<file path="config.mk">
export PLATFORM = sky130hd
export DESIGN_NAME = multi_shape_wave_generator
export DESIGN_NICKNAME = d
export VERILOG_FILES = /design/src/rtl/wsg_pkg.sv /design/src/rtl/wsg_front.sv /design/src/rtl/wsg_div_step.sv /design/src/rtl/multi_shape_wave_generator.sv
export SDC_FILE = /design/constraint.sdc
export NUM_CORES = 2
export LEC_CHECK = 0
export BUFFER_PORTS_ARGS = -buffer_cell sky130_fd_sc_hd__buf_2
export CAP_MARGIN = 20
export CORE_MARGIN = 1
export CORE_UTILIZATION = 56
export CTS_BUF_LIST = sky130_fd_sc_hd__clkbuf_8
export DETAILED_ROUTE_END_ITERATION = 8
export PLACE_DENSITY = 0.82
export SKIP_CTS_REPAIR_TIMING = 1
export SLEW_MARGIN = 20
export SYNTH_ARGS = -nofsm -noshare
export SYNTH_HDL_FRONTEND = slang
export SYNTH_HIERARCHICAL = 1
export SYNTH_SLANG_ARGS = --single-unit
</file>
<file path="constraint.sdc">
create_clock -name clk -period 4.4 [get_ports clk]
set_input_delay 0.44 -clock clk [delete_from_list [all_inputs] [get_ports clk]]
set_output_delay 0.44 -clock clk [all_outputs]
set_load 0.02 [all_outputs]
</file>
<file path="src/rtl/wsg_pkg.sv">
// wsg_pkg: shared types and constants for the multi-shape wave generator
// no dependencies
package wsg_pkg;

    localparam int DIV_STEPS = 15;
    localparam int DEN_W     = 17;
    localparam int REM_W     = 33;
    localparam int NUM_W     = 35;

    localparam logic [2:0] SHAPE_TRIANGLE  = 3'd0;
    localparam logic [2:0] SHAPE_SAWTOOTH  = 3'd1;
    localparam logic [2:0] SHAPE_INV_SAW   = 3'd2;
    localparam logic [2:0] SHAPE_PULSE     = 3'd3;
    localparam logic [2:0] SHAPE_SQUARE    = 3'd4;
    localparam logic [2:0] SHAPE_RECT      = 3'd5;
    localparam logic [2:0] SHAPE_RHOMBOID  = 3'd6;

    localparam logic       CFG_WAVE_SHAPE  = 1'b0;
    localparam logic       CFG_SHAPE_K     = 1'b1;

    localparam logic signed [15:0] Q14_ONE     = 16'sd16384;
    localparam logic signed [15:0] Q14_MIN_ONE = -16'sd16384;
    localparam logic        [16:0] K_ONE       = 17'd65536;

    typedef struct packed {
        logic                    direct;
        logic signed [15:0]      dval;
        logic                    neg;
        logic [REM_W-1:0]        rem;
        logic [DEN_W-1:0]        den;
        logic [DIV_STEPS-1:0]    quo;
    } div_t;

endpackage

</file>
<file path="src/rtl/wsg_front.sv">
// wsg_front: phase capture, region select and divider set-up (three stages)
// depends on wsg_pkg
module wsg_front #(
    parameter int PHASE_BITS = 16
) (
    input  logic                  clk,
    input  logic                  rst_n,
    input  logic                  in_valid,
    input  logic [PHASE_BITS-1:0] phase,
    input  logic [2:0]            wave_shape,
    input  logic [16:0]           shape_k,
    output logic                  out_valid,
    output wsg_pkg::div_t         out_data
);
    import wsg_pkg::*;

    localparam int XSH = 32 - PHASE_BITS;
    localparam logic signed [NUM_W-1:0] ONE_F = NUM_W'(64'h1_0000_0000);

    logic                    v1_reg, v2_reg, v3_reg;
    logic [31:0]             x_reg;
    logic [16:0]             k_reg;
    logic [2:0]              shape_reg;
    logic                    direct2_reg, direct2_next;
    logic signed [15:0]      dval2_reg, dval2_next;
    logic signed [NUM_W-1:0] num_reg, num_next;
    logic [DEN_W-1:0]        den2_reg, den2_next;
    div_t                    d3_reg, d3_next;

    logic signed [NUM_W-1:0] x2, xs, kf;
    logic [16:0]             kinv;
    logic [NUM_W-2:0]        mag;
    logic [49:0]             nsum;
    logic [REM_W-1:0]        nred;
    logic [REM_W-1:0]        dlim;

    always_ff @(posedge clk or negedge rst_n)
    begin
        if (!rst_n)
        begin
            v1_reg <= 1'b0;
            v2_reg <= 1'b0;
            v3_reg <= 1'b0;
        end
        else
        begin
            v1_reg <= in_valid;
            v2_reg <= v1_reg;
            v3_reg <= v2_reg;
        end
    end

    always_ff @(posedge clk)
    begin
        x_reg       <= 32'(phase) << XSH;
        k_reg       <= (shape_k > K_ONE) ? K_ONE : shape_k;
        shape_reg   <= wave_shape;
        direct2_reg <= direct2_next;
        dval2_reg   <= dval2_next;
        num_reg     <= num_next;
        den2_reg    <= den2_next;
        d3_reg      <= d3_next;
    end

    // region select
    always_comb
    begin
        xs   = NUM_W'({1'b0, x_reg});
        x2   = NUM_W'({1'b0, x_reg, 1'b0});
        kf   = NUM_W'({k_reg, 16'b0});
        kinv = K_ONE - k_reg;
        direct2_next = 1'b0;
        dval2_next   = '0;
        num_next     = '0;
        den2_next    = K_ONE;
        unique case (shape_reg)
            SHAPE_TRIANGLE:
            begin
                if (x2 < ONE_F - kf)
                begin
                    num_next  = x2;
                    den2_next = kinv;
                end
                else if (x2 < ONE_F + kf)
                begin
                    num_next  = ONE_F - x2;
                    den2_next = k_reg;
                end
                else
                begin
                    num_next  = x2 - (ONE_F <<< 1);
                    den2_next = kinv;
                end
            end
            SHAPE_SAWTOOTH:
                num_next = ONE_F - x2;
            SHAPE_INV_SAW:
                num_next = x2 - ONE_F;
            SHAPE_PULSE:
            begin
                direct2_next = 1'b1;
                dval2_next   = (xs < kf) ? Q14_ONE : 16'sd0;
            end
            SHAPE_SQUARE:
            begin
                direct2_next = 1'b1;
                dval2_next   = (xs < kf) ? Q14_ONE : Q14_MIN_ONE;
            end
            SHAPE_RECT:
            begin
                if (xs < kf)
                begin
                    direct2_next = 1'b1;
                    dval2_next   = Q14_ONE;
                end
                else
                begin
                    num_next  = -kf;
                    den2_next = kinv;
                end
            end
            SHAPE_RHOMBOID:
            begin
                den2_next = k_reg;
                if (x2 < kf)
                    num_next = x2;
                else if (x2 < ONE_F - kf)
                begin
                    direct2_next = 1'b1;
                    dval2_next   = Q14_ONE;
                end
                else if (x2 < ONE_F + kf)
                    num_next = ONE_F - x2;
                else if (x2 < (ONE_F <<< 1) - kf)
                begin
                    direct2_next = 1'b1;
                    dval2_next   = Q14_MIN_ONE;
                end
                else
                    num_next = x2 - (ONE_F <<< 1);
            end
            default:
            begin
                direct2_next = 1'b1;
                dval2_next   = '0;
            end
        endcase
    end

    // rounding offset and range check ahead of the divider
    always_comb
    begin
        mag  = num_reg[NUM_W-1] ? (NUM_W-1)'(-num_reg) : num_reg[NUM_W-2:0];
        nsum = (50'(mag) << 14) + (50'(den2_reg) << 15);
        nred = REM_W'(nsum >> 16);
        dlim = REM_W'(den2_reg) << DIV_STEPS;
        d3_next.direct = direct2_reg;
        d3_next.dval   = dval2_reg;
        d3_next.neg    = num_reg[NUM_W-1];
        d3_next.rem    = nred;
        d3_next.den    = den2_reg;
        d3_next.quo    = '0;
        if (!direct2_reg)
        begin
            if (den2_reg == '0)
            begin
                d3_next.direct = 1'b1;
                if (num_reg > 0)
                    d3_next.dval = Q14_ONE;
                else if (num_reg < 0)
                    d3_next.dval = Q14_MIN_ONE;
                else
                    d3_next.dval = '0;
            end
            else if (nred >= dlim)
            begin
                d3_next.direct = 1'b1;
                d3_next.dval   = num_reg[NUM_W-1] ? Q14_MIN_ONE : Q14_ONE;
            end
        end
    end

    assign out_valid = v3_reg;
    assign out_data  = d3_reg;

endmodule

</file>
<file path="src/rtl/wsg_div_step.sv">
// wsg_div_step: one restoring division step, one quotient bit per stage
// depends on wsg_pkg
module wsg_div_step #(
    parameter int BIT = 0
) (
    input  logic          clk,
    input  logic          rst_n,
    input  logic          in_valid,
    input  wsg_pkg::div_t in_data,
    output logic          out_valid,
    output wsg_pkg::div_t out_data
);
    import wsg_pkg::*;

    logic             valid_reg;
    div_t             data_reg, data_next;
    logic [REM_W-1:0] dsh;

    always_comb
    begin
        dsh       = REM_W'(in_data.den) << BIT;
        data_next = in_data;
        if (in_data.rem >= dsh)
        begin
            data_next.rem      = in_data.rem - dsh;
            data_next.quo[BIT] = 1'b1;
        end
    end

    always_ff @(posedge clk or negedge rst_n)
    begin
        if (!rst_n)
            valid_reg <= 1'b0;
        else
            valid_reg <= in_valid;
    end

    always_ff @(posedge clk)
    begin
        data_reg <= data_next;
    end

    assign out_valid = valid_reg;
    assign out_data  = data_reg;

endmodule

</file>
<file path="src/rtl/multi_shape_wave_generator.sv">
// multi_shape_wave_generator: top level, configuration registers, divider chain, output
// pipeline from start to result_valid: 3 set-up stages, 15 divider stages,
// 1 output stage; one phase word taken every cycle, busy stays low
// reset clears the pipeline valid bits and loads wave_shape 0 and shape_k 32768
// depends on wsg_pkg, wsg_front, wsg_div_step
module multi_shape_wave_generator #(
    parameter int PHASE_BITS = 16
) (
    input  logic                  clk,
    input  logic                  rst_n,
    input  logic                  start,
    output logic                  busy,
    input  logic [PHASE_BITS-1:0] phase,
    input  logic                  cfg_valid,
    output logic                  cfg_ready,
    input  logic                  cfg_index,
    input  logic [16:0]           cfg_data,
    output logic                  result_valid,
    output logic signed [15:0]    wave_value
);
    import wsg_pkg::*;

    logic [2:0]  wave_shape_reg;
    logic [16:0] shape_k_reg;
    logic              vout_reg;
    logic signed [15:0] wave_reg, wave_next;
    logic [DIV_STEPS-1:0] qc;

    logic vs [DIV_STEPS+1];
    div_t ds [DIV_STEPS+1];

    always_ff @(posedge clk or negedge rst_n)
    begin
        if (!rst_n)
        begin
            wave_shape_reg <= SHAPE_TRIANGLE;
            shape_k_reg    <= 17'd32768;
        end
        else if (cfg_valid)
        begin
            unique case (cfg_index)
                CFG_WAVE_SHAPE: wave_shape_reg <= cfg_data[2:0];
                CFG_SHAPE_K:    shape_k_reg    <= cfg_data;
                default:        ;
            endcase
        end
    end

    wsg_front #(
        .PHASE_BITS(PHASE_BITS)
    ) u_front (
        .clk       (clk),
        .rst_n     (rst_n),
        .in_valid  (start),
        .phase     (phase),
        .wave_shape(wave_shape_reg),
        .shape_k   (shape_k_reg),
        .out_valid (vs[0]),
        .out_data  (ds[0])
    );

    // quotient bits from the top down
    for (genvar i = 0; i < DIV_STEPS; i++)
    begin : g_div
        wsg_div_step #(
            .BIT(DIV_STEPS - 1 - i)
        ) u_step (
            .clk      (clk),
            .rst_n    (rst_n),
            .in_valid (vs[i]),
            .in_data  (ds[i]),
            .out_valid(vs[i+1]),
            .out_data (ds[i+1])
        );
    end

    always_comb
    begin
        qc = (ds[DIV_STEPS].quo > DIV_STEPS'(16384)) ? DIV_STEPS'(16384)
                                                    : ds[DIV_STEPS].quo;
        if (ds[DIV_STEPS].direct)
            wave_next = ds[DIV_STEPS].dval;
        else if (ds[DIV_STEPS].neg)
            wave_next = -$signed({1'b0, qc});
        else
            wave_next = $signed({1'b0, qc});
    end

    always_ff @(posedge clk or negedge rst_n)
    begin
        if (!rst_n)
            vout_reg <= 1'b0;
        else
            vout_reg <= vs[DIV_STEPS];
    end

    always_ff @(posedge clk)
    begin
        wave_reg <= wave_next;
    end

    assign busy         = 1'b0;
    assign cfg_ready    = 1'b1;
    assign result_valid = vout_reg;
    assign wave_value   = wave_reg;

endmodule
</file>
==> flow_summary.html <==
<table>
<tr><th>Metric</th><th>Value</th></tr>
<tr><th colspan="2">Layout</th></tr>
<tr><td>Area of the multi-input gates</td><td>24020 um^2</td></tr>
<tr><td>Final Net Count</td><td>5889</td></tr>
<tr><td>Final Util</td><td>0.6334</td></tr>
<tr><td>Final-layout fill cell count</td><td>7464</td></tr>
<tr><td>Post-route cell area</td><td>60270 um^2</td></tr>
<tr><td>Signed area change from the synthesized netlist to the final layout</td><td>11.72%</td></tr>
<tr><td>Sequential cell area</td><td>27530 um^2</td></tr>
<tr><td>Number of flip-flops under the largest register name</td><td>1195</td></tr>
<tr><td>Layout cell share with drive strength beyond 1</td><td>0.1217</td></tr>
<tr><td>Non-filler cells, final</td><td>6944</td></tr>
<tr><th colspan="2">STA</th></tr>
<tr><td>Post-route fraction of the period consumed by the critical path</td><td>0.9412</td></tr>
<tr><td>Achievable Freq</td><td>0.2415 GHz</td></tr>
<tr><td>Max-slew violations</td><td>0</td></tr>
<tr><td>Final TNS setup</td><td>0 ns</td></tr>
<tr><td>Relative max-transition margin</td><td>0.2885</td></tr>
<tr><td>Slack of the critical path</td><td>0.2586 ns</td></tr>
<tr><td>Final period demand of the worst path</td><td>4.141 ns</td></tr>
<tr><td>Setup-failing EPs final</td><td>0</td></tr>
<tr><td>Number of hold violations in the final report</td><td>0</td></tr>
<tr><td>Final Hold Slack</td><td>0.05097 ns</td></tr>
<tr><td>Actual transition at the worst max-transition pin</td><td>1.053 ns</td></tr>
<tr><td>Worst clock skew</td><td>0.06893 ns</td></tr>
<tr><th colspan="2">Setup path</th></tr>
<tr><td>Required @ worst endpoint</td><td>5.13 ns</td></tr>
<tr><td>Cell with the biggest individual delay on the critical path</td><td>fa_2</td></tr>
<tr><td>Type of destination of the critical path</td><td>flip-flop</td></tr>
<tr><td>Critical path class</td><td>reg -&gt; reg</td></tr>
<tr><td>Chain of cells forming the critical path</td><td>inv_1, ha_1, nand2_1, o21ai_2, inv_1, fa_2, inv_1, nand4_1, or2_4, nor4_4, nand2b_1, xor2_2, ha_1, and4_4, nand2_1, nor2_2, a221o_1, nor3_2, buf_4, a21oi_4, mux2_1</td></tr>
<tr><td>Startpoint type of the worst setup path</td><td>flip-flop</td></tr>
<tr><td>Worst Reg-to-Reg Cells</td><td>21</td></tr>
<tr><td>Largest fanout of any net on the critical path</td><td>3</td></tr>
<tr><td>Arrival @ worst endpoint</td><td>4.88 ns</td></tr>
<tr><td>Cell type with the highest occurrence count on the critical path</td><td>inv_1</td></tr>
<tr><td>Maximum cell stage delay along the critical path</td><td>0.37 ns</td></tr>
<tr><th colspan="2">Synth</th></tr>
<tr><td>Gate Count Post-Synth</td><td>5306</td></tr>
<tr><td>Netlist Area Pre-Place</td><td>53950 um^2</td></tr>
<tr><td>Count of warnings emitted by yosys</td><td>6</td></tr>
<tr><td>Average footprint of a synthesized cell</td><td>10.17 um^2</td></tr>
<tr><th colspan="2">Global route</th></tr>
<tr><td>GRT Residual Overflow</td><td>0</td></tr>
<tr><td>Global routing met3 resource utilization</td><td>0.04074</td></tr>
<tr><td>Initial antenna violation count</td><td>2</td></tr>
<tr><td>Met1 track demand over resource</td><td>0.2580</td></tr>
<tr><td>First-pass GRT wire length</td><td>194.7 mm</td></tr>
<tr><td>Largest net degree at the start of global routing</td><td>40</td></tr>
<tr><td>Via count of the first global-routing pass</td><td>38542</td></tr>
<tr><td>Most used routing layer</td><td>met2</td></tr>
<tr><td>Met2 usage</td><td>0.4635</td></tr>
<tr><td>Total track usage</td><td>0.2478</td></tr>
<tr><th colspan="2">CTS</th></tr>
<tr><td>Total number of H-tree levels</td><td>4</td></tr>
<tr><td>Maximum number of buffers from clock root to sink</td><td>3</td></tr>
<tr><td>Post-CTS clock slew at the launch and capture registers of the worst setup and hold paths</td><td>0.07 ns</td></tr>
<tr><td>Number of clock buffers inserted by TritonCTS</td><td>205</td></tr>
<tr><td>Sinks on the clock net</td><td>1365</td></tr>
<tr><td>Cell at the root of the clock tree</td><td>clkbuf_8</td></tr>
<tr><td>CTS tree</td><td>built</td></tr>
<tr><td>Source-to-sink clock delay at the later pin of the worst-skew pair</td><td>0.90 ns</td></tr>
<tr><th colspan="2">Routing</th></tr>
<tr><td>Router iterations before antenna repair</td><td>8</td></tr>
<tr><td>Violation count after the first detailed-routing iteration</td><td>2781</td></tr>
<tr><td>Routed wire length</td><td>123.7 mm</td></tr>
<tr><td>Number of vias after detailed routing</td><td>38718</td></tr>
<tr><td>Per-cell routed wire length</td><td>17.82 um</td></tr>
<tr><td>Post-route antenna net violation count</td><td>0</td></tr>
<tr><td>Vias per std cell</td><td>5.576</td></tr>
<tr><td>DRC Markers</td><td>0</td></tr>
<tr><th colspan="2">Floorplanning</th></tr>
<tr><td>Total core area</td><td>95150 um^2</td></tr>
<tr><td>Die Height</td><td>312.4 um</td></tr>
<tr><td>Top-Level Pins</td><td>57</td></tr>
<tr><td>Total Die Area</td><td>97580 um^2</td></tr>
<tr><td>Die width</td><td>312.4 um</td></tr>
<tr><td>Number of core rows</td><td>113</td></tr>
<tr><td>Starting density of the core</td><td>0.5669</td></tr>
<tr><th colspan="2">Place</th></tr>
<tr><td>Buffers on Ports</td><td>54</td></tr>
<tr><td>Number of placed instances, taps included</td><td>6530</td></tr>
<tr><td>Detailed placement HPWL</td><td>91.62 mm</td></tr>
<tr><td>Weighted congestion at the end of routability-driven global placement</td><td>0.9846</td></tr>
<tr><td>Placed instance area</td><td>55250 um^2</td></tr>
<tr><td>Worst Setup Slack post-DPL</td><td>-0.01248 ns</td></tr>
<tr><th colspan="2">Hold path</th></tr>
<tr><td>Hold WC Path Type</td><td>in -&gt; reg</td></tr>
<tr><td>Number of cells on the worst hold path</td><td>3</td></tr>
<tr><th colspan="2">Pwr</th></tr>
<tr><td>Pwr dens</td><td>850.5 nW/um^2</td></tr>
<tr><td>Leakage</td><td>24.90 nW</td></tr>
<tr><td>Maximum ir drop on the vdd rail</td><td>444.8 uV</td></tr>
<tr><td>Power after layout</td><td>51.26 mW</td></tr>
<tr><th colspan="2">Job</th></tr>
<tr><td>Max-cap violations</td><td>0</td></tr>
<tr><th colspan="2">Run status</th></tr>
<tr><td>Outcome</td><td>completed</td></tr>
</table>
## final timing paths
check / slack [ns] / startpoint / to
setup / recovery: 0.26 / u_front/num_reg[17]$_SDFF_PN0_ / u_front/out_data[81]$_DFF_P_
hold / removal: 0.05 / cfg_valid / wave_shape_reg[0]$_DFFE_PN0P_
hold reg to reg: 0.29 / g_div[9].u_step/out_data[27]$_DFF_P_ / g_div[10].u_step/out_data[27]$_DFF_P_
max in group asynchronous: 3.62 / rst_n / g_div[10].u_step/out_valid$_DFF_PN0_
min in group asynchronous: 0.22 / rst_n / shape_k_reg[4]$_DFFE_PN0P_
setup reg to reg: 0.26 / u_front/num_reg[17]$_SDFF_PN0_ / u_front/out_data[81]$_DFF_P_
## final cells by class
cell class,instances,area share
Sequential cell,1365,0.4567
Multi-Input combinational cell,3394,0.3986
Inverter,383,0.02389
Clock buffer,265,0.06051
Timing Repair Buffer,158,0.01910
Antenna cell,2,0.00008304
Clock inverter,112,0.01486
Tap cell,1265,0.02626
## per-layer routing
layer / part of all wire / routed length [um]
met5: 0 / 0
met4: 0.052 / 6446
met3: 0.045 / 5629
met2: 0.52 / 64740
met1: 0.38 / 46920
## critical path, delay by kind of cell (launching register included)
kind | cells | cell delay (ns)
flip-flops | 1 | 0.33
AO/OA/AOI/OAI | 3 | 0.44
AND/OR/NAND/NOR | 9 | 1.40
multiplexers | 1 | 0.31
XOR/XNOR | 1 | 0.17
adder cells (fa/ha/maj) | 3 | 0.98
buffers and inverters | 4 | 0.36
## placed cells by master, fill, tap and decap left out, types with 69 or more instances in the layout
cell	instances
nor2_1	279
nand4_1	69
nand3_1	86
nand2b_1	70
clkbuf_8	265
ha_1	328
nand2_1	362
dfxtp_1	1324
inv_1	429
o21ai_0	304
nor3_1	120
a21o_1	83
xor2_1	173
xnor2_1	168
a21oi_1	305
## report_power, final
group / switching (mW) / total [mW] / internal [mW] / leakage (nW)
Clock: 4.88 / 10.8 / 5.97 / 2.52
Combinational: 12.7 / 22.2 / 9.50 / 10.9
Sequential: 2.34 / 18.2 / 15.9 / 11.5
(Power assumes the default switching activity.)
